## src/rtl/smm_pkg.sv

```systemverilog
// Shared types and constants for the stepper move sequencer.
package smm_pkg;

    // Item codes
    typedef enum logic [1:0] {
        MODE_WRITE   = 2'd0,
        MODE_SERVICE = 2'd1,
        MODE_CHUNK   = 2'd2,
        MODE_NONE    = 2'd3
    } mode_t;

    localparam int DATA_W         = 32;
    localparam int CHUNK_MAX      = 65536;          // power of two
    localparam int CHUNK_LOG2     = $clog2(CHUNK_MAX);
    localparam int CHUNK_W        = CHUNK_LOG2 + 1;
    localparam int MS_PER_S       = 1000;
    localparam int TIMEOUT_MARGIN = 250;
    localparam int CHUNK_OVERHEAD = 2;
    // count * 1000 + rate - 1 stays below 1001 * 2^32
    localparam int DIVIDEND_W     = DATA_W + 10;
    localparam int STEP_W         = $clog2(DIVIDEND_W + 1);
    localparam int TOTAL_W        = DIVIDEND_W + 1;

    // Controller to datapath
    typedef struct packed {
        logic take;
        logic div_start;
        logic commit;
    } smm_ctl_t;

    // Datapath to controller
    typedef struct packed {
        logic need_div;
        logic div_done;
        logic out_free;
    } smm_status_t;

endpackage

```

## src/rtl/smm_if.sv

```systemverilog
// Valid/ready channel interfaces for input items and result items.
interface smm_in_if;
    logic                              valid;
    logic                              ready;
    logic [1:0]                        mode;
    logic signed [smm_pkg::DATA_W-1:0] move_steps;
    logic [smm_pkg::DATA_W-1:0]        now_ms;

    modport source (output valid, mode, move_steps, now_ms, input ready);
    modport sink   (input valid, mode, move_steps, now_ms, output ready);
endinterface

interface smm_out_if;
    logic                         valid;
    logic                         ready;
    logic                         moving;
    logic                         direction;
    logic                         chunk_load;
    logic [smm_pkg::CHUNK_W-1:0]  chunk_pulses;
    logic                         pulses_on;
    logic                         timed_out;
    logic                         finished;
    logic                         pending;

    modport source (output valid, moving, direction, chunk_load, chunk_pulses, pulses_on,
                    timed_out, finished, pending, input ready);
    modport sink   (input valid, moving, direction, chunk_load, chunk_pulses, pulses_on,
                    timed_out, finished, pending, output ready);
endinterface

```

## src/rtl/smm_div.sv

```systemverilog
// Restoring serial divider, one quotient bit per cycle.
module smm_div (
    input  logic                               clk,
    input  logic                               rst_n,
    input  logic                               start,
    input  logic [smm_pkg::DIVIDEND_W-1:0]     dividend,
    input  logic [smm_pkg::DATA_W-1:0]         divisor,
    output logic [smm_pkg::DIVIDEND_W-1:0]     quotient,
    output logic                               done
);

    logic                               busy_reg;
    logic                               done_reg;
    logic [smm_pkg::STEP_W-1:0]         step_reg;
    logic [smm_pkg::DIVIDEND_W-1:0]     quo_reg;
    logic [smm_pkg::DATA_W-1:0]         rem_reg;
    logic [smm_pkg::DATA_W-1:0]         div_reg;

    logic [smm_pkg::DATA_W:0]           rem_shift;
    logic [smm_pkg::DATA_W:0]           rem_diff;
    logic                               bit_ok;
    logic [smm_pkg::DATA_W-1:0]         rem_next;

    // One trial subtraction
    always_comb
    begin
        rem_shift = {rem_reg, quo_reg[smm_pkg::DIVIDEND_W-1]};
        rem_diff  = rem_shift - {1'b0, div_reg};
        bit_ok    = (rem_shift >= {1'b0, div_reg});
        rem_next  = bit_ok ? rem_diff[smm_pkg::DATA_W-1:0] : rem_shift[smm_pkg::DATA_W-1:0];
    end

    // Step control
    always_ff @(posedge clk or negedge rst_n)
    begin
        if (!rst_n)
        begin
            busy_reg <= 1'b0;
            done_reg <= 1'b0;
            step_reg <= '0;
        end
        else if (start)
        begin
            busy_reg <= 1'b1;
            done_reg <= 1'b0;
            step_reg <= '0;
        end
        else if (busy_reg)
        begin
            step_reg <= step_reg + smm_pkg::STEP_W'(1);
            if (step_reg == smm_pkg::STEP_W'(smm_pkg::DIVIDEND_W - 1))
            begin
                busy_reg <= 1'b0;
                done_reg <= 1'b1;
            end
        end
    end

    // Operand registers
    always_ff @(posedge clk)
    begin
        if (start)
        begin
            quo_reg <= dividend;
            rem_reg <= '0;
            div_reg <= divisor;
        end
        else if (busy_reg)
        begin
            quo_reg <= {quo_reg[smm_pkg::DIVIDEND_W-2:0], bit_ok};
            rem_reg <= rem_next;
        end
    end

    assign quotient = quo_reg;
    assign done     = done_reg;

endmodule

```

## src/rtl/smm_datapath.sv

```systemverilog
// Move state, mailbox, chunk logic, timeout arithmetic and result register.
module smm_datapath (
    input  logic                              clk,
    input  logic                              rst_n,
    input  logic                              cfg_write,
    input  logic [smm_pkg::DATA_W-1:0]        cfg_wdata,
    input  logic [1:0]                        mode,
    input  logic signed [smm_pkg::DATA_W-1:0] move_steps,
    input  logic [smm_pkg::DATA_W-1:0]        now_ms,
    input  smm_pkg::smm_ctl_t                 ctl,
    output smm_pkg::smm_status_t              st,
    smm_out_if.source                         rsp
);

    localparam int W = smm_pkg::DATA_W;

    // Configuration and move state
    logic [W-1:0]  rate_reg;
    logic [W-1:0]  mailbox_reg;
    logic          active_reg;
    logic          complete_reg;
    logic [W-1:0]  left_reg;
    logic [W-1:0]  start_time_reg;
    logic [W-1:0]  limit_reg;
    logic          dir_reg;
    logic          gen_reg;

    // Latched item
    smm_pkg::mode_t item_mode_reg;
    logic [W-1:0]   item_steps_reg;
    logic [W-1:0]   item_now_reg;

    // Result register
    logic                        out_valid_reg;
    logic                        out_moving_reg;
    logic                        out_dir_reg;
    logic                        out_load_reg;
    logic [smm_pkg::CHUNK_W-1:0] out_chunk_reg;
    logic                        out_gen_reg;
    logic                        out_tout_reg;
    logic                        out_fin_reg;
    logic                        out_pend_reg;

    logic [smm_pkg::DIVIDEND_W-1:0] quotient;
    logic                           div_done;
    logic [smm_pkg::DIVIDEND_W-1:0] dividend;

    logic                        is_service;
    logic                        is_chunk;
    logic                        retire;
    logic                        abort;
    logic                        active_mid;
    logic                        start_move;
    logic                        launch;
    logic                        req_neg;
    logic [W-1:0]                count;
    logic [W-1:0]                elapsed;
    logic                        chunk_event;
    logic                        do_load;
    logic [W-1:0]                load_src;
    logic [smm_pkg::CHUNK_W-1:0] chunk;
    logic [W-1:0]                left_after;
    logic [W:0]                  count_round;
    logic [smm_pkg::CHUNK_W-1:0] chunks;
    logic [smm_pkg::TOTAL_W-1:0] total;
    logic [W-1:0]                limit_sat;

    logic [W-1:0]  mailbox_next;
    logic          active_next;
    logic          complete_next;
    logic [W-1:0]  left_next;
    logic [W-1:0]  start_time_next;
    logic [W-1:0]  limit_next;
    logic          dir_next;
    logic          gen_next;

    // Item decode against current state
    always_comb
    begin
        is_service  = (item_mode_reg == smm_pkg::MODE_SERVICE);
        is_chunk    = (item_mode_reg == smm_pkg::MODE_CHUNK);
        elapsed     = item_now_reg - start_time_reg;
        retire      = is_service && active_reg && complete_reg;
        abort       = is_service && active_reg && !complete_reg && (elapsed >= limit_reg);
        active_mid  = active_reg && !retire && !abort;
        start_move  = is_service && (mailbox_reg != '0) && !active_mid;
        launch      = start_move && (rate_reg != '0);
        req_neg     = mailbox_reg[W-1];
        count       = req_neg ? (W'(0) - mailbox_reg) : mailbox_reg;
        chunk_event = is_chunk && active_reg && (left_reg != '0);
        do_load     = launch || chunk_event;
        load_src    = launch ? count : left_reg;
        if (load_src > W'(smm_pkg::CHUNK_MAX))
            chunk = smm_pkg::CHUNK_W'(smm_pkg::CHUNK_MAX);
        else
            chunk = load_src[smm_pkg::CHUNK_W-1:0];
        left_after  = load_src - W'(chunk);
        dividend    = smm_pkg::DIVIDEND_W'(count) * smm_pkg::DIVIDEND_W'(smm_pkg::MS_PER_S)
                    + smm_pkg::DIVIDEND_W'(rate_reg) - smm_pkg::DIVIDEND_W'(1);
    end

    // Timeout limit from the divider result
    always_comb
    begin
        count_round = {1'b0, count} + (W + 1)'(smm_pkg::CHUNK_MAX - 1);
        chunks      = count_round[W:smm_pkg::CHUNK_LOG2];
        total       = {1'b0, quotient}
                    + smm_pkg::TOTAL_W'(smm_pkg::TIMEOUT_MARGIN)
                    + smm_pkg::TOTAL_W'(chunks) * smm_pkg::TOTAL_W'(smm_pkg::CHUNK_OVERHEAD);
        if (total[smm_pkg::TOTAL_W-1:W] != '0)
            limit_sat = '1;
        else
            limit_sat = total[W-1:0];
    end

    // Next state for commit
    always_comb
    begin
        mailbox_next    = mailbox_reg;
        active_next     = active_reg;
        complete_next   = complete_reg;
        left_next       = left_reg;
        start_time_next = start_time_reg;
        limit_next      = limit_reg;
        dir_next        = dir_reg;
        gen_next        = gen_reg;

        case (item_mode_reg)
            smm_pkg::MODE_WRITE:
            begin
                mailbox_next = item_steps_reg;
            end
            smm_pkg::MODE_SERVICE:
            begin
                if (retire || abort)
                begin
                    active_next   = 1'b0;
                    complete_next = 1'b0;
                    left_next     = '0;
                end
                if (abort)
                    gen_next = 1'b0;
                if (start_move)
                begin
                    mailbox_next = '0;
                    dir_next     = !req_neg;
                end
                if (launch)
                begin
                    limit_next      = limit_sat;
                    left_next       = left_after;
                    complete_next   = 1'b0;
                    active_next     = 1'b1;
                    start_time_next = item_now_reg;
                    gen_next        = 1'b1;
                end
            end
            smm_pkg::MODE_CHUNK:
            begin
                if (active_reg)
                begin
                    if (left_reg != '0)
                    begin
                        left_next = left_after;
                        gen_next  = 1'b1;
                    end
                    else
                    begin
                        gen_next      = 1'b0;
                        complete_next = 1'b1;
                    end
                end
            end
            default:
            begin
            end
        endcase
    end

    // Configuration and move state registers
    always_ff @(posedge clk or negedge rst_n)
    begin
        if (!rst_n)
        begin
            rate_reg       <= '0;
            mailbox_reg    <= '0;
            active_reg     <= 1'b0;
            complete_reg   <= 1'b0;
            left_reg       <= '0;
            start_time_reg <= '0;
            limit_reg      <= '0;
            dir_reg        <= 1'b0;
            gen_reg        <= 1'b0;
        end
        else
        begin
            if (cfg_write)
                rate_reg <= cfg_wdata;
            if (ctl.commit)
            begin
                mailbox_reg    <= mailbox_next;
                active_reg     <= active_next;
                complete_reg   <= complete_next;
                left_reg       <= left_next;
                start_time_reg <= start_time_next;
                limit_reg      <= limit_next;
                dir_reg        <= dir_next;
                gen_reg        <= gen_next;
            end
        end
    end

    // Item capture
    always_ff @(posedge clk)
    begin
        if (ctl.take)
        begin
            item_mode_reg  <= smm_pkg::mode_t'(mode);
            item_steps_reg <= move_steps;
            item_now_reg   <= now_ms;
        end
    end

    // Result valid flag
    always_ff @(posedge clk or negedge rst_n)
    begin
        if (!rst_n)
            out_valid_reg <= 1'b0;
        else if (ctl.commit)
            out_valid_reg <= 1'b1;
        else if (rsp.ready)
            out_valid_reg <= 1'b0;
    end

    // Result payload
    always_ff @(posedge clk)
    begin
        if (ctl.commit)
        begin
            out_moving_reg <= active_next;
            out_dir_reg    <= dir_next;
            out_load_reg   <= do_load;
            out_chunk_reg  <= do_load ? chunk : '0;
            out_gen_reg    <= gen_next;
            out_tout_reg   <= abort;
            out_fin_reg    <= retire;
            out_pend_reg   <= (mailbox_next != '0);
        end
    end

    smm_div u_div (
        .clk      (clk),
        .rst_n    (rst_n),
        .start    (ctl.div_start),
        .dividend (dividend),
        .divisor  (rate_reg),
        .quotient (quotient),
        .done     (div_done)
    );

    // Status to controller
    assign st.need_div = launch;
    assign st.div_done = div_done;
    assign st.out_free = !out_valid_reg || rsp.ready;

    assign rsp.valid        = out_valid_reg;
    assign rsp.moving       = out_moving_reg;
    assign rsp.direction    = out_dir_reg;
    assign rsp.chunk_load   = out_load_reg;
    assign rsp.chunk_pulses = out_chunk_reg;
    assign rsp.pulses_on    = out_gen_reg;
    assign rsp.timed_out    = out_tout_reg;
    assign rsp.finished     = out_fin_reg;
    assign rsp.pending      = out_pend_reg;

endmodule

```

## src/rtl/smm_ctrl.sv

```systemverilog
// Item sequencing state machine: take, evaluate, divide, commit.
module smm_ctrl (
    input  logic                 clk,
    input  logic                 rst_n,
    input  logic                 in_valid,
    output logic                 in_ready,
    input  smm_pkg::smm_status_t st,
    output smm_pkg::smm_ctl_t    ctl
);

    typedef enum logic [1:0] {
        S_IDLE,
        S_EVAL,
        S_DIV,
        S_COMMIT
    } state_t;

    state_t state_reg;
    state_t state_next;

    // Commands
    assign in_ready      = (state_reg == S_IDLE);
    assign ctl.take      = in_valid && in_ready;
    assign ctl.div_start = (state_reg == S_EVAL) && st.need_div;
    assign ctl.commit    = (state_reg == S_COMMIT) && st.out_free;

    // Next state
    always_comb
    begin
        state_next = state_reg;
        unique case (state_reg)
            S_IDLE:
            begin
                if (in_valid)
                    state_next = S_EVAL;
            end
            S_EVAL:
            begin
                state_next = st.need_div ? S_DIV : S_COMMIT;
            end
            S_DIV:
            begin
                if (st.div_done)
                    state_next = S_COMMIT;
            end
            S_COMMIT:
            begin
                if (st.out_free)
                    state_next = S_IDLE;
            end
            default:
            begin
                state_next = S_IDLE;
            end
        endcase
    end

    // State register
    always_ff @(posedge clk or negedge rst_n)
    begin
        if (!rst_n)
            state_reg <= S_IDLE;
        else
            state_reg <= state_next;
    end

endmodule

```

## src/rtl/stepper_move_sequencer.sv

```systemverilog
// Top level of the stepper move sequencer.
// Every item gives exactly one result. An item is evaluated in the cycle after it is
// taken; one that needs no division enters the commit state in the cycle after that.
// A service item that starts a move at a nonzero pulse rate first runs the 42-bit
// restoring divider for its timeout, one quotient bit per cycle, before its commit.
// A result waits in the output register while the next item is taken; commit stalls
// only while that register is full and not taken. The user must write the pulse rate
// register (cfg_write/cfg_wdata) only while no item is in work; the block does not check.
module stepper_move_sequencer (
    input  logic                       clk,
    input  logic                       rst_n,
    input  logic                       cfg_write,
    input  logic [smm_pkg::DATA_W-1:0] cfg_wdata,
    smm_in_if.sink                     cmd,
    smm_out_if.source                  rsp
);

    smm_pkg::smm_ctl_t    ctl;
    smm_pkg::smm_status_t st;

    smm_ctrl u_ctrl (
        .clk      (clk),
        .rst_n    (rst_n),
        .in_valid (cmd.valid),
        .in_ready (cmd.ready),
        .st       (st),
        .ctl      (ctl)
    );

    smm_datapath u_datapath (
        .clk        (clk),
        .rst_n      (rst_n),
        .cfg_write  (cfg_write),
        .cfg_wdata  (cfg_wdata),
        .mode       (cmd.mode),
        .move_steps (cmd.move_steps),
        .now_ms     (cmd.now_ms),
        .ctl        (ctl),
        .st         (st),
        .rsp        (rsp)
    );

endmodule

```

## src/flat_wrapper.sv

```systemverilog
// flat-port wrapper written by rule: the top's interface ports become plain ports
module stepper_move_sequencer_flat 
  (clk, rst_n, cfg_write, cfg_wdata, cmd_valid, cmd_mode, cmd_move_steps, cmd_now_ms, cmd_ready, rsp_valid, rsp_moving, rsp_direction, rsp_chunk_load, rsp_chunk_pulses, rsp_pulses_on, rsp_timed_out, rsp_finished, rsp_pending, rsp_ready);
  smm_in_if cmd_i ();
  smm_out_if rsp_i ();
  input  logic clk;
  input  logic rst_n;
  input  logic cfg_write;
  input  logic [smm_pkg::DATA_W-1:0] cfg_wdata;
  input wire logic [$bits(cmd_i.valid)-1:0] cmd_valid;
  input wire logic [$bits(cmd_i.mode)-1:0] cmd_mode;
  input wire logic [$bits(cmd_i.move_steps)-1:0] cmd_move_steps;
  input wire logic [$bits(cmd_i.now_ms)-1:0] cmd_now_ms;
  output wire logic [$bits(cmd_i.ready)-1:0] cmd_ready;
  output wire logic [$bits(rsp_i.valid)-1:0] rsp_valid;
  output wire logic [$bits(rsp_i.moving)-1:0] rsp_moving;
  output wire logic [$bits(rsp_i.direction)-1:0] rsp_direction;
  output wire logic [$bits(rsp_i.chunk_load)-1:0] rsp_chunk_load;
  output wire logic [$bits(rsp_i.chunk_pulses)-1:0] rsp_chunk_pulses;
  output wire logic [$bits(rsp_i.pulses_on)-1:0] rsp_pulses_on;
  output wire logic [$bits(rsp_i.timed_out)-1:0] rsp_timed_out;
  output wire logic [$bits(rsp_i.finished)-1:0] rsp_finished;
  output wire logic [$bits(rsp_i.pending)-1:0] rsp_pending;
  input wire logic [$bits(rsp_i.ready)-1:0] rsp_ready;
  assign cmd_i.valid = cmd_valid;
  assign cmd_i.mode = cmd_mode;
  assign cmd_i.move_steps = cmd_move_steps;
  assign cmd_i.now_ms = cmd_now_ms;
  assign cmd_ready = cmd_i.ready;
  assign rsp_valid = rsp_i.valid;
  assign rsp_moving = rsp_i.moving;
  assign rsp_direction = rsp_i.direction;
  assign rsp_chunk_load = rsp_i.chunk_load;
  assign rsp_chunk_pulses = rsp_i.chunk_pulses;
  assign rsp_pulses_on = rsp_i.pulses_on;
  assign rsp_timed_out = rsp_i.timed_out;
  assign rsp_finished = rsp_i.finished;
  assign rsp_pending = rsp_i.pending;
  assign rsp_i.ready = rsp_ready;
  stepper_move_sequencer u_core (.clk(clk), .rst_n(rst_n), .cfg_write(cfg_write), .cfg_wdata(cfg_wdata), .cmd(cmd_i), .rsp(rsp_i));
endmodule
```

## config.mk

```make
export PLATFORM = sky130hd
export DESIGN_NAME = stepper_move_sequencer_flat
export DESIGN_NICKNAME = d
export VERILOG_FILES = /design/src/rtl/smm_pkg.sv /design/src/rtl/smm_if.sv /design/src/rtl/smm_div.sv /design/src/rtl/smm_datapath.sv /design/src/rtl/smm_ctrl.sv /design/src/rtl/stepper_move_sequencer.sv /design/src/flat_wrapper.sv
export SDC_FILE = /design/constraint.sdc
export NUM_CORES = 1
export LEC_CHECK = 0
export ABC_CLOCK_PERIOD_IN_PS = 17400
export BUFFER_PORTS_ARGS = -buffer_cell sky130_fd_sc_hd__buf_2
export CORE_ASPECT_RATIO = 1.1
export CORE_MARGIN = 10
export CORE_UTILIZATION = 45
export CTS_CLUSTER_SIZE = 40
export DETAILED_ROUTE_END_ITERATION = 12
export SETUP_SLACK_MARGIN = 0.2
export SLEW_MARGIN = 20
export SYNTH_ARGS = -nofsm -noshare
export SYNTH_HDL_FRONTEND = slang
export SYNTH_SLANG_ARGS = --single-unit
```

## constraint.sdc

```tcl
create_clock -name clk -period 17.4 [get_ports clk]
set_input_delay 1.74 -clock clk [delete_from_list [all_inputs] [get_ports clk]]
set_output_delay 1.74 -clock clk [all_outputs]
set_load 0.05 [all_outputs]
```

## After elaboration in Yosys (flattened, before gate mapping)

Index checks and enable logic that the tools add are counted.

- Multiply operators: 1
- Mux-type cells: 44
- Add/sub/neg operators: 10
- Eq/ne operators: 13
- Reductions and logical operators: 39
- $lt $le $gt $ge: 3

Operator list:

| kind | number |
|---|---|
| $mux W32 | 9 |
| $pmux W32 S2 | 2 |
| $reduce_bool A32 Y1 | 4 |
| $mux W42 | 2 |
| $sub A32 B32 Y32 | 2 |
| $add A42 B8 Y43 const B | 1 |
| $add A43 B18 Y43 | 1 |
| $add A42 B32 Y42 | 1 |
| $sub A42 B1 Y42 const B | 1 |
| $mul A32 B7 Y39 const B | 1 |
| $add A32 B16 Y33 const B | 1 |
| $ge A33 B32 Y1 | 1 |
| $ge A32 B32 Y1 | 1 |
| $gt A32 B17 Y1 const B | 1 |
| $sub A1 B32 Y32 const A | 1 |
| $sub A32 B17 Y32 | 1 |
| $mux W1 | 22 |
| $mux W17 | 1 |
| $logic_and A1 B1 Y1 | 14 |
| $mux W6 | 2 |
| $reduce_bool A11 Y1 | 1 |
| $ne A2 B2 Y1 const B | 5 |
| $reduce_and A5 Y1 | 2 |
| $pmux W2 S4 | 1 |
| 14 further kinds | 32 |

- Bits of input ports: 103
- Register bits after elaboration: 371
- Logic and storage cells: 138

## Logic depth before layout (Yosys ltp)

Gate-level depths: netlist of the first run.

- Depth after elaboration: 16
- Mapped depth: 38
- Mapped depth without buffers: 36

## Hierarchy

Synthesis of the first run repeated with hierarchy kept, for this count alone.

- Cell total of the unflattened synthesis: 3108
- Area, all modules: 29676.0 um2

By module, submodules not included:

| module | instances | cells each | area each (um2) |
|---|---|---|---|
| smm_datapath | 1 | 2458 | 22975.8 |
| smm_div | 1 | 628 | 6446.2 |
| smm_ctrl | 1 | 22 | 254.0 |

## Worst setup path before layout of the first run

No wires, ideal clock.

- Path kind: register -> register
- Start point: reg u_core.u_datapath.mailbox_reg[31]
- End point: reg u_core.u_datapath.u_div.quo_reg (netlist bit u_core.u_datapath.u_div.quotient[40]) (data pin)
- Clock period less this slack: 8.777 ns
- Setup slack: 8.623 ns
- Path buffers: 3
- Library setup time: 0.135 ns
- Stages on the path, launching flop included: 35
- Arrival: 8.643 ns
- Cell sequence: dfrtp_1 -> clkbuf_1 -> buf_1 -> clkbuf_1 -> o21ai_0 -> xor2_1 -> fa_1 -> fa_1 -> inv_1 -> fa_1 -> fa_1 -> ha_1 -> a21o_1 -> a21oi_1 -> nand2_1 -> a21o_1 -> a21o_1 -> a21o_1 -> a211o_1 -> nand2_1 -> ha_1 -> inv_1 -> ha_1 -> o21ai_0 -> a21oi_1 -> a21o_1 -> a31o_2 -> a31oi_1 -> o21ai_0 -> a21oi_1 -> o311a_1 -> o31ai_1 -> a21oi_1 -> or4b_2 -> nand3_1

- Longest elaborated chain between the ends: 6
- Elaborated cells between the ends (all ways): 11

RTL lines:

| what | line | text |
|---|---|---|
| from (decl) | smm_datapath.sv:19 | `logic [W-1:0] mailbox_reg;` |
| from (signal assigned) | smm_datapath.sv:201 | `mailbox_reg <= mailbox_next;` |
| $sub A1 B32 Y32 / $reduce_bool A32 Y1 (equally long branches) | smm_datapath.sv:89, smm_datapath.sv:86 |  |
| $mux W32 / $logic_and A1 B1 Y1 (equally long branches) | smm_datapath.sv:89, smm_datapath.sv:86 |  |
| $mul A32 B7 Y39 / $logic_and A1 B1 Y1 (equally long branches) | smm_datapath.sv:98, smm_datapath.sv:86 |  |
| $add A42 B32 Y42 / $logic_and A1 B1 Y1 (equally long branches) | smm_datapath.sv:99, smm_datapath.sv:87 |  |
| $sub A42 B1 Y42 / $logic_and A1 B1 Y1 (equally long branches) | smm_datapath.sv:99, smm_ctrl.sv:24 |  |
| $mux W42 (*) | smm_div.sv:62 | `if (start)` |
| to (signal assigned) | smm_div.sv:64 | `quo_reg <= dividend;` |
| to (signal assigned) | smm_div.sv:70 | `quo_reg <= {quo_reg[smm_pkg::DIVIDEND_W-2:0], bit_ok};` |
| to (decl) | smm_div.sv:15 | `logic [smm_pkg::DIVIDEND_W-1:0] quo_reg;` |

Mark *: on every way between the ends. The rest lies on a longest branch, timed or not.
A chain may end at the register's enable or synchronous reset.

## Worst setup path in the final report of the first run

- Start point: reg u_core.u_datapath.mailbox_reg[0]
- End point: reg u_core.u_datapath.u_div.quo_reg (netlist bit u_core.u_datapath.u_div.quotient[40]) (data pin)

The elaborated chain is that of the path after synthesis.

==> results.md, run 1 <==
- The run finished with clean final reports.
- The largest net degree at the start of global routing is 72.
- The number of nets handed over by synthesis was 3706.
- The routed wire length is 77430 µm.
- The clock period minus final worst setup slack is 10110 ps.
- In this run the core area contains 98 standard-cell rows.
- The area growth from synthesis to layout is 10.69%.
- The filler cells instantiated in the layout total 6033.
- Detailed routing inserted a total of 23168 vias.
- The remaining global-route overflow is 0.
- For the final database, setup skew stands at 26.61 ps.
- The register with the most flip-flops in the layout has 42 of them.
- The number of remaining DRC errors is 0.
- In this run, CTS created clock tree buffers numbering 44.
- In the final design database the tool counted 3818 nets.
- In the synthesized netlist the async set-or-reset flop fraction comes to 47.17%.
- The flip-flop cell with the highest count after synthesis is sky130_fd_sc_hd__dfrtp_1.
- The number of max-cap violations is 0.
- The instance count of the mapped netlist is 3171.
- The pre-antenna-repair detailed-routing pass consisted of 5 iterations.
- The fraction of the cycle the final worst path needs is 58.12%.
- The path type of the worst min-delay path is flip-flop to flip-flop.
- CTS saw 371 sinks.
- The number of failing hold endpoints at the final stage is 0.
- After detailed routing, the number of vias per cell comes to 5.556.
- The synthesized flop and latch total is 371.
- Dividing the detail-routed wire length by the instance count gives 18.57 µm.
- Of all nets on the critical path, the largest fanout is 12.
- The number of warnings issued by yosys is 0.
- At the worst endpoint, the arrival time is 10550 ps.
- The synthesized area per cell is 9.309 µm².
- The critical path's slowest cell is sky130_fd_sc_hd__xor2_1.
- Yosys mapped a number of flops with a built-in enable equal to 164.
- Summed over all failing endpoints, the final setup total negative slack is 0 ps.
- The total I/O pin count is 129.
- Setup repair after global routing left no endpoint under its margin.
- After clock tree synthesis, the repair step resized 0 gates.
- The number of slew-limit violations in the final report is 0.
- The number of antenna violations at the first check in global routing came to 1.
- Once the clock tree was built, the setup fixing pass inserted 0 buffers.
- The number of global-route vias before repair was 23717.
- The worst setup path is launched from a flip-flop.
- For this run, the register share of the synthesized area comes to 33.69%.
- The first global-routing pass estimated 126000 µm of wire.
- The global-route total usage across every layer is 20.13%.
- The longest clock path from root to sink contains 3 buffers.
- TritonCTS built the clock tree.
- Clock tree synthesis selected as its root buffer the cell sky130_fd_sc_hd__clkbuf_16.
- The post-route antenna net violation count is 0.
- The leading cell type by number of instances after synthesis is sky130_fd_sc_hd__inv_1.
- The required time of the critical path is 17840 ps.
- Port buffering added 128 buffers.
- The floorplan step set the die width to 264.2 µm.
- The layout cell share with drive strength beyond 1 is 8.497%.
- The clock-pin transition on the worst setup and hold timing paths is 60 ps.
- On the worst path, the slowest cell contributes a delay of 790 ps.
- The cell type with the highest occurrence count on the critical path is sky130_fd_sc_hd__ha_1.
- Once the floorplan was initialized, standard cells occupied 45.42% of the core.
- Static timing analysis puts the maximum clock frequency at 0.09888 GHz.
- The post-cts hold buffer count is 0.
- For this block, the initial DRC count from the detailed router was 1270.
- The core region is 64990 µm².
- The worst slew margin relative to its limit is 29.06%.
- The congestion estimate from routability-driven global placement came to 0.9102.
- The final setup violation count is 0.
- The unique cell type count in the Yosys netlist is 85.
- The commonest cells after synthesis are sky130_fd_sc_hd__inv_1, sky130_fd_sc_hd__ha_1, sky130_fd_sc_hd__nand2_1, sky130_fd_sc_hd__o21ai_0, sky130_fd_sc_hd__a21oi_1.
- The worst setup path is captured at a flip-flop.
- At the later pin of the worst-skew pair, clock insertion delay measures 590 ps.
- After synthesis the cells add up to 29520 µm².
- Detailed placement finished with a half-perimeter wire length of 61640 µm.
- The worst setup path category is flip-flop to flip-flop.
- The H-tree was split into 2 levels.
- The library cell occupying the most area in the post-synthesis netlist is sky130_fd_sc_hd__edfxtp_1.
- Yosys attributes the largest share of cell area to sky130_fd_sc_hd__edfxtp_1, sky130_fd_sc_hd__dfrtp_1, sky130_fd_sc_hd__ha_1.
- The die covers 76260 µm².
- At the pin with the least slew margin, the transition time is 1056 ps.
- The share of the synthesized area in the top cell type is 16.68%.
- The floorplan step set the die height to 288.6 µm.
critical path: cells and delay by family (launching register included):
family,cells,cell delay [ps]
adders and majority gates,7,2890
AOI/OAI and AO/OA,9,2110
DFF,1,560
and+or+nand+nor,8,2750
buffers and inverters,3,640
xor gates and xnor gates,2,1010
path summary, 6_finish.rpt:
path / startpoint / end / slack [ps] / depth (start not counted)
setup / recovery: u_core.u_datapath.mailbox_reg[0]$_DFFE_PN0P_ / u_core.u_datapath.u_div.quotient[40]$_DFFE_PP_ / 7290 / 29
min in group asynchronous: rst_n / u_core.u_datapath.start_time_reg[30]$_DFFE_PN0P_ / 1130 / 1
hold / removal: u_core.u_datapath.rate_reg[28]$_DFFE_PN0P_ / u_core.u_datapath.u_div.div_reg[28]$_DFFE_PP_ / 480 / 0
setup reg to reg: u_core.u_datapath.mailbox_reg[0]$_DFFE_PN0P_ / u_core.u_datapath.u_div.quotient[40]$_DFFE_PP_ / 7290 / 29
max in group asynchronous: rst_n / u_core.u_datapath.left_reg[2]$_DFFE_PN0P_ / 14860 / 2
hold reg to reg: u_core.u_datapath.rate_reg[28]$_DFFE_PN0P_ / u_core.u_datapath.u_div.div_reg[28]$_DFFE_PP_ / 480 / 0
layer usage:
layer | track usage, % | vias up | part of all wire [%] | routed length (µm)
met2 | 35.59 | 410 | 50 | 38430
met4 | 7.160 | 0 | 3.4 | 2670
met1 | 25.14 | 11239 | 44 | 34060
met5 | 0 | - | 0 | 0
li1 | - | 11400 | - | -
met3 | 2.121 | 119 | 2.9 | 2266
kinds of logic (layout without fill, tap and decap cells):
family                   count (synthesis)  count (layout)  share of synthesized area (%)
AND/OR/NAND/NOR                        795             795                          13.09
multiplexers                            45              45                          1.560
flip-flops                             371             371                          33.69
adder cells (fa/ha/maj)                432             432                          21.41
AO/OA/AOI/OAI                          829             829                          17.65
XOR/XNOR                               213             213                          6.320
other                                    1               2                        0.01270
buffers and inverters                  485             633                          6.260
through the flow:
stage | instances | worst slack [ps] | hold WS [ps] | utilization (%) | cell area, µm²
floorplan | 3171 | 8623 | 447.0 | - | 29520
global placement | 4087 | 7594 | 462.3 | 47.89 | 31120
detailed placement | 4087 | 7301 | 464.6 | 47.90 | 31130
CTS | 4169 | 7294 | 474.5 | 50.27 | 32670
global route | 4169 | 6565 | 502.8 | 50.28 | 32670
finish | 4170 | 7286 | 481.9 | 50.28 | 32680
layout by cell type, fill, tap and decap left out, drive strengths merged, types with 134 or more instances in the layout:
| master | n |
|---|---|
| a21oi | 230 |
| buf | 159 |
| dfrtp | 175 |
| edfxtp | 164 |
| ha | 310 |
| inv | 398 |
| nand2 | 262 |
| nor2 | 177 |
| o21ai | 254 |
| xnor2 | 134 |
area by class of cell:
type                       instances  area [µm²]  area share, %
antenna                            1       2.502       0.007658
inverter                         392        1471          4.503
sequential                       371        9945          30.43
clock inverter                    24       294.0         0.8999
clock buffer                      58        1247          3.818
multi-input combinational       2315       17770          54.39
timing repair buffer             159       879.6          2.692
tap                              850        1064          3.255
Power of run 1 is not shown: default switching activity piles up to over one toggle a cycle in this logic, so the estimate is an artifact.
==> inputs of run 2 (changes only) <==
- ABC_CLOCK_PERIOD_IN_PS: 17400 -> 10100
- clock period: 17.4 -> 10.1 ns (I/O delays scaled with it)
==> results.md, run 2 (synthesis gave the netlist of run 1 again) <==
- Run status: completed (unchanged).
- The area growth from synthesis to layout is 11.10% (was 10.69%).
- The last weighted congestion value of the routability-driven placer came to 0.9221 (was 0.9102).
- The final setup violation count came to 0 (unchanged).
- The number of flip-flops in the largest register is 42 (unchanged).
- The global-route total usage across every layer was 20.27% (was 20.13%).
- The row count came to 98 (unchanged).
- The routed wirelength normalized by instance count was 18.74 µm (was 18.57 µm).
- The type of element launching the critical path was a flip-flop (unchanged).
- The routed via count came to 23319 (was 23168).
- RSZ-0062 raised after global routing: false (unchanged).
- The critical path's slowest cell is sky130_fd_sc_hd__or4_1 (was sky130_fd_sc_hd__xor2_1).
- The buffering stage count on the worst path with inverters included is 3 (unchanged).
- The number of sinks handled by clock tree synthesis came to 371 (unchanged).
- The TritonCTS clock tree is done (unchanged).
- The clock insertion delay at the later pin of the skew report is 590 ps (about the same).
- The slew at the pin closest to its max-slew limit was 1035 ps (was 1056 ps).
- The number of buffers inserted during clock tree synthesis came to 45 (was 44).
- The number of failing hold endpoints at the final stage is 0 (unchanged).
- The clock-pin transition on the worst setup and hold timing paths is 60 ps (about the same).
- The number of buffers on the longest clock path came to 3 (unchanged).
- The final hold slack came to 362.7 ps (was 481.9 ps).
- The number of global-route vias before repair is 23957 (was 23717).
- The cell type with the highest occurrence count on the critical path is sky130_fd_sc_hd__fa_1 (was sky130_fd_sc_hd__ha_1).
- The setup slack at placement came to 574.5 ps (was 7301 ps).
- The number of antenna violations at the first check in global routing is 0 (was 1).
- The global-route wire length before repair came to 126800 µm (was 126000 µm).
- The path type of the worst min-delay path was primary input to async pin (was flip-flop to flip-flop).
- The routed wire length was 78460 µm (was 77430 µm).
- The die height is 288.6 µm (unchanged).
- The final worst slack is 723.8 ps (was 7286 ps).
- The count of antenna diodes in the layout came to 0 (was 1).
- The number of remaining DRC errors is 0 (unchanged).
- The fill cell instance count of the final layout is 5992 (was 6033).
- The number of levels the H-tree was split into is 2 (unchanged).
- The data arrival time of the worst path was 9690 ps (was 10550 ps).
- The number of max-cap violations is 0 (unchanged).
- The remaining global-route overflow came to 0 (unchanged).
- The total negative slack is 0 ps (unchanged).
- The worst slew margin relative to its limit is 31.00% (was 29.06%).
- The number of buffer cells added on primary ports is 128 (unchanged).
- The total I/O pin count is 129 (unchanged).
- The DRC violation total after the first TritonRoute iteration is 1255 (was 1270).
- The cell family contributing the most delay on the critical path is adder cells (unchanged).
- The final worst clock skew is 28.04 ps (was 26.61 ps).
- The required time of the critical path is 10410 ps (was 17840 ps).
- The most common library cell in the layout ignoring fill and taps is sky130_fd_sc_hd__inv_1 (unchanged).
- The post-CTS setup repair buffer count is 0 (unchanged).
- The largest fanout of any net on the critical path is 11 (was 12).
- The capturing element type of the critical path was a flip-flop (unchanged).
- The area of the die was 76260 µm² (unchanged).
- The layout cell share with drive strength beyond 1 is 8.933% (was 8.497%).
- The fraction of the cycle the final worst path needs is 92.83% (was 58.12%).
- The number of slew-limit violations in the final report came to 0 (unchanged).
- Most frequent cells in the layout: sky130_fd_sc_hd__inv_1, sky130_fd_sc_hd__ha_1, sky130_fd_sc_hd__nand2_1, sky130_fd_sc_hd__o21ai_0, sky130_fd_sc_hd__a21oi_1 (unchanged).
- The maximum clock frequency is 0.1067 GHz (was 0.09888 GHz).
- The initial standard-cell utilization of the core was 45.42% (unchanged).
- The clock period minus final worst setup slack is 9376 ps (was 10110 ps).
- The CTS root buffer is sky130_fd_sc_hd__clkbuf_16 (unchanged).
- The largest net degree at the start of global routing was 73 (was 72).
- The die extent in x was 264.2 µm (unchanged).
- The via count normalized by instance count came to 5.571 (was 5.556).
- The area inside the core boundary is 64990 µm² (unchanged).
- The post-route antenna net violation count is 0 (unchanged).
- The delay of the slowest cell on the worst path is 650 ps (was 790 ps).
- The worst setup path category is flip-flop to flip-flop (unchanged).
- The count of nets after finishing was 3835 (was 3818).
- The count of TritonRoute iterations in the first routing pass is 5 (unchanged).
- The detailed placer's ending HPWL was 61970 µm (was 61640 µm).
## run 2: worst paths after layout
kind | end | cells after the start | slack, ps | from
max | u_core.u_datapath.u_div.quotient[41]$_DFFE_PP_ | 30 | 720 | u_core.u_datapath.mailbox_reg[7]$_DFFE_PN0P_
max reg2reg | u_core.u_datapath.u_div.quotient[41]$_DFFE_PP_ | 30 | 720 | u_core.u_datapath.mailbox_reg[7]$_DFFE_PN0P_
min in group clk | u_core.u_datapath.u_div.div_reg[4]$_DFFE_PP_ | 0 | 480 | u_core.u_datapath.rate_reg[4]$_DFFE_PN0P_
min | u_core.u_datapath.start_time_reg[31]$_DFFE_PN0P_ | 1 | 360 | rst_n
max in group asynchronous | u_core.u_datapath.left_reg[14]$_DFFE_PN0P_ | 2 | 8300 | rst_n
min reg2reg | u_core.u_datapath.u_div.div_reg[4]$_DFFE_PP_ | 0 | 480 | u_core.u_datapath.rate_reg[4]$_DFFE_PN0P_
## run 2: stage by stage
stage / instances / utilization (%) / area, µm²
finish: 4186 / 50.47 / 32800
global route: 4186 / 50.47 / 32800
CTS: 4186 / 50.44 / 32780
detailed placement: 4103 / 48.09 / 31250
global placement: 4103 / 48.09 / 31250
floorplan: 3171 / - / 29520
## run 2: layout make-up
cell class / count / area, µm² / share of cell area [%]
Sequential cell: 371 / 9945 / 30.32
Clock buffer: 55 / 1225 / 3.735
Multi-Input combinational cell: 2315 / 17780 / 54.22
Clock inverter: 28 / 299.0 / 0.9118
Timing Repair Buffer: 175 / 1012 / 3.086
Tap cell: 850 / 1064 / 3.243
Inverter: 392 / 1471 / 4.486
## run 2: what timing repair did
action,in CTS,in global routing
gates resized for setup,0,5
hold buffers,0,0
setup endpoints to repair,0,5
## run 2: layer usage
metal	up-vias	routed length, µm	track usage (%)	part of all wire (%)
li1	11411	-	-	-
met1	11326	34040	24.91	43
met2	462	38940	36.14	50
met3	120	2833	2.418	3.6
met4	0	2650	7.189	3.4
met5	-	0	0	0
Power of run 2 is left out for the same reason.
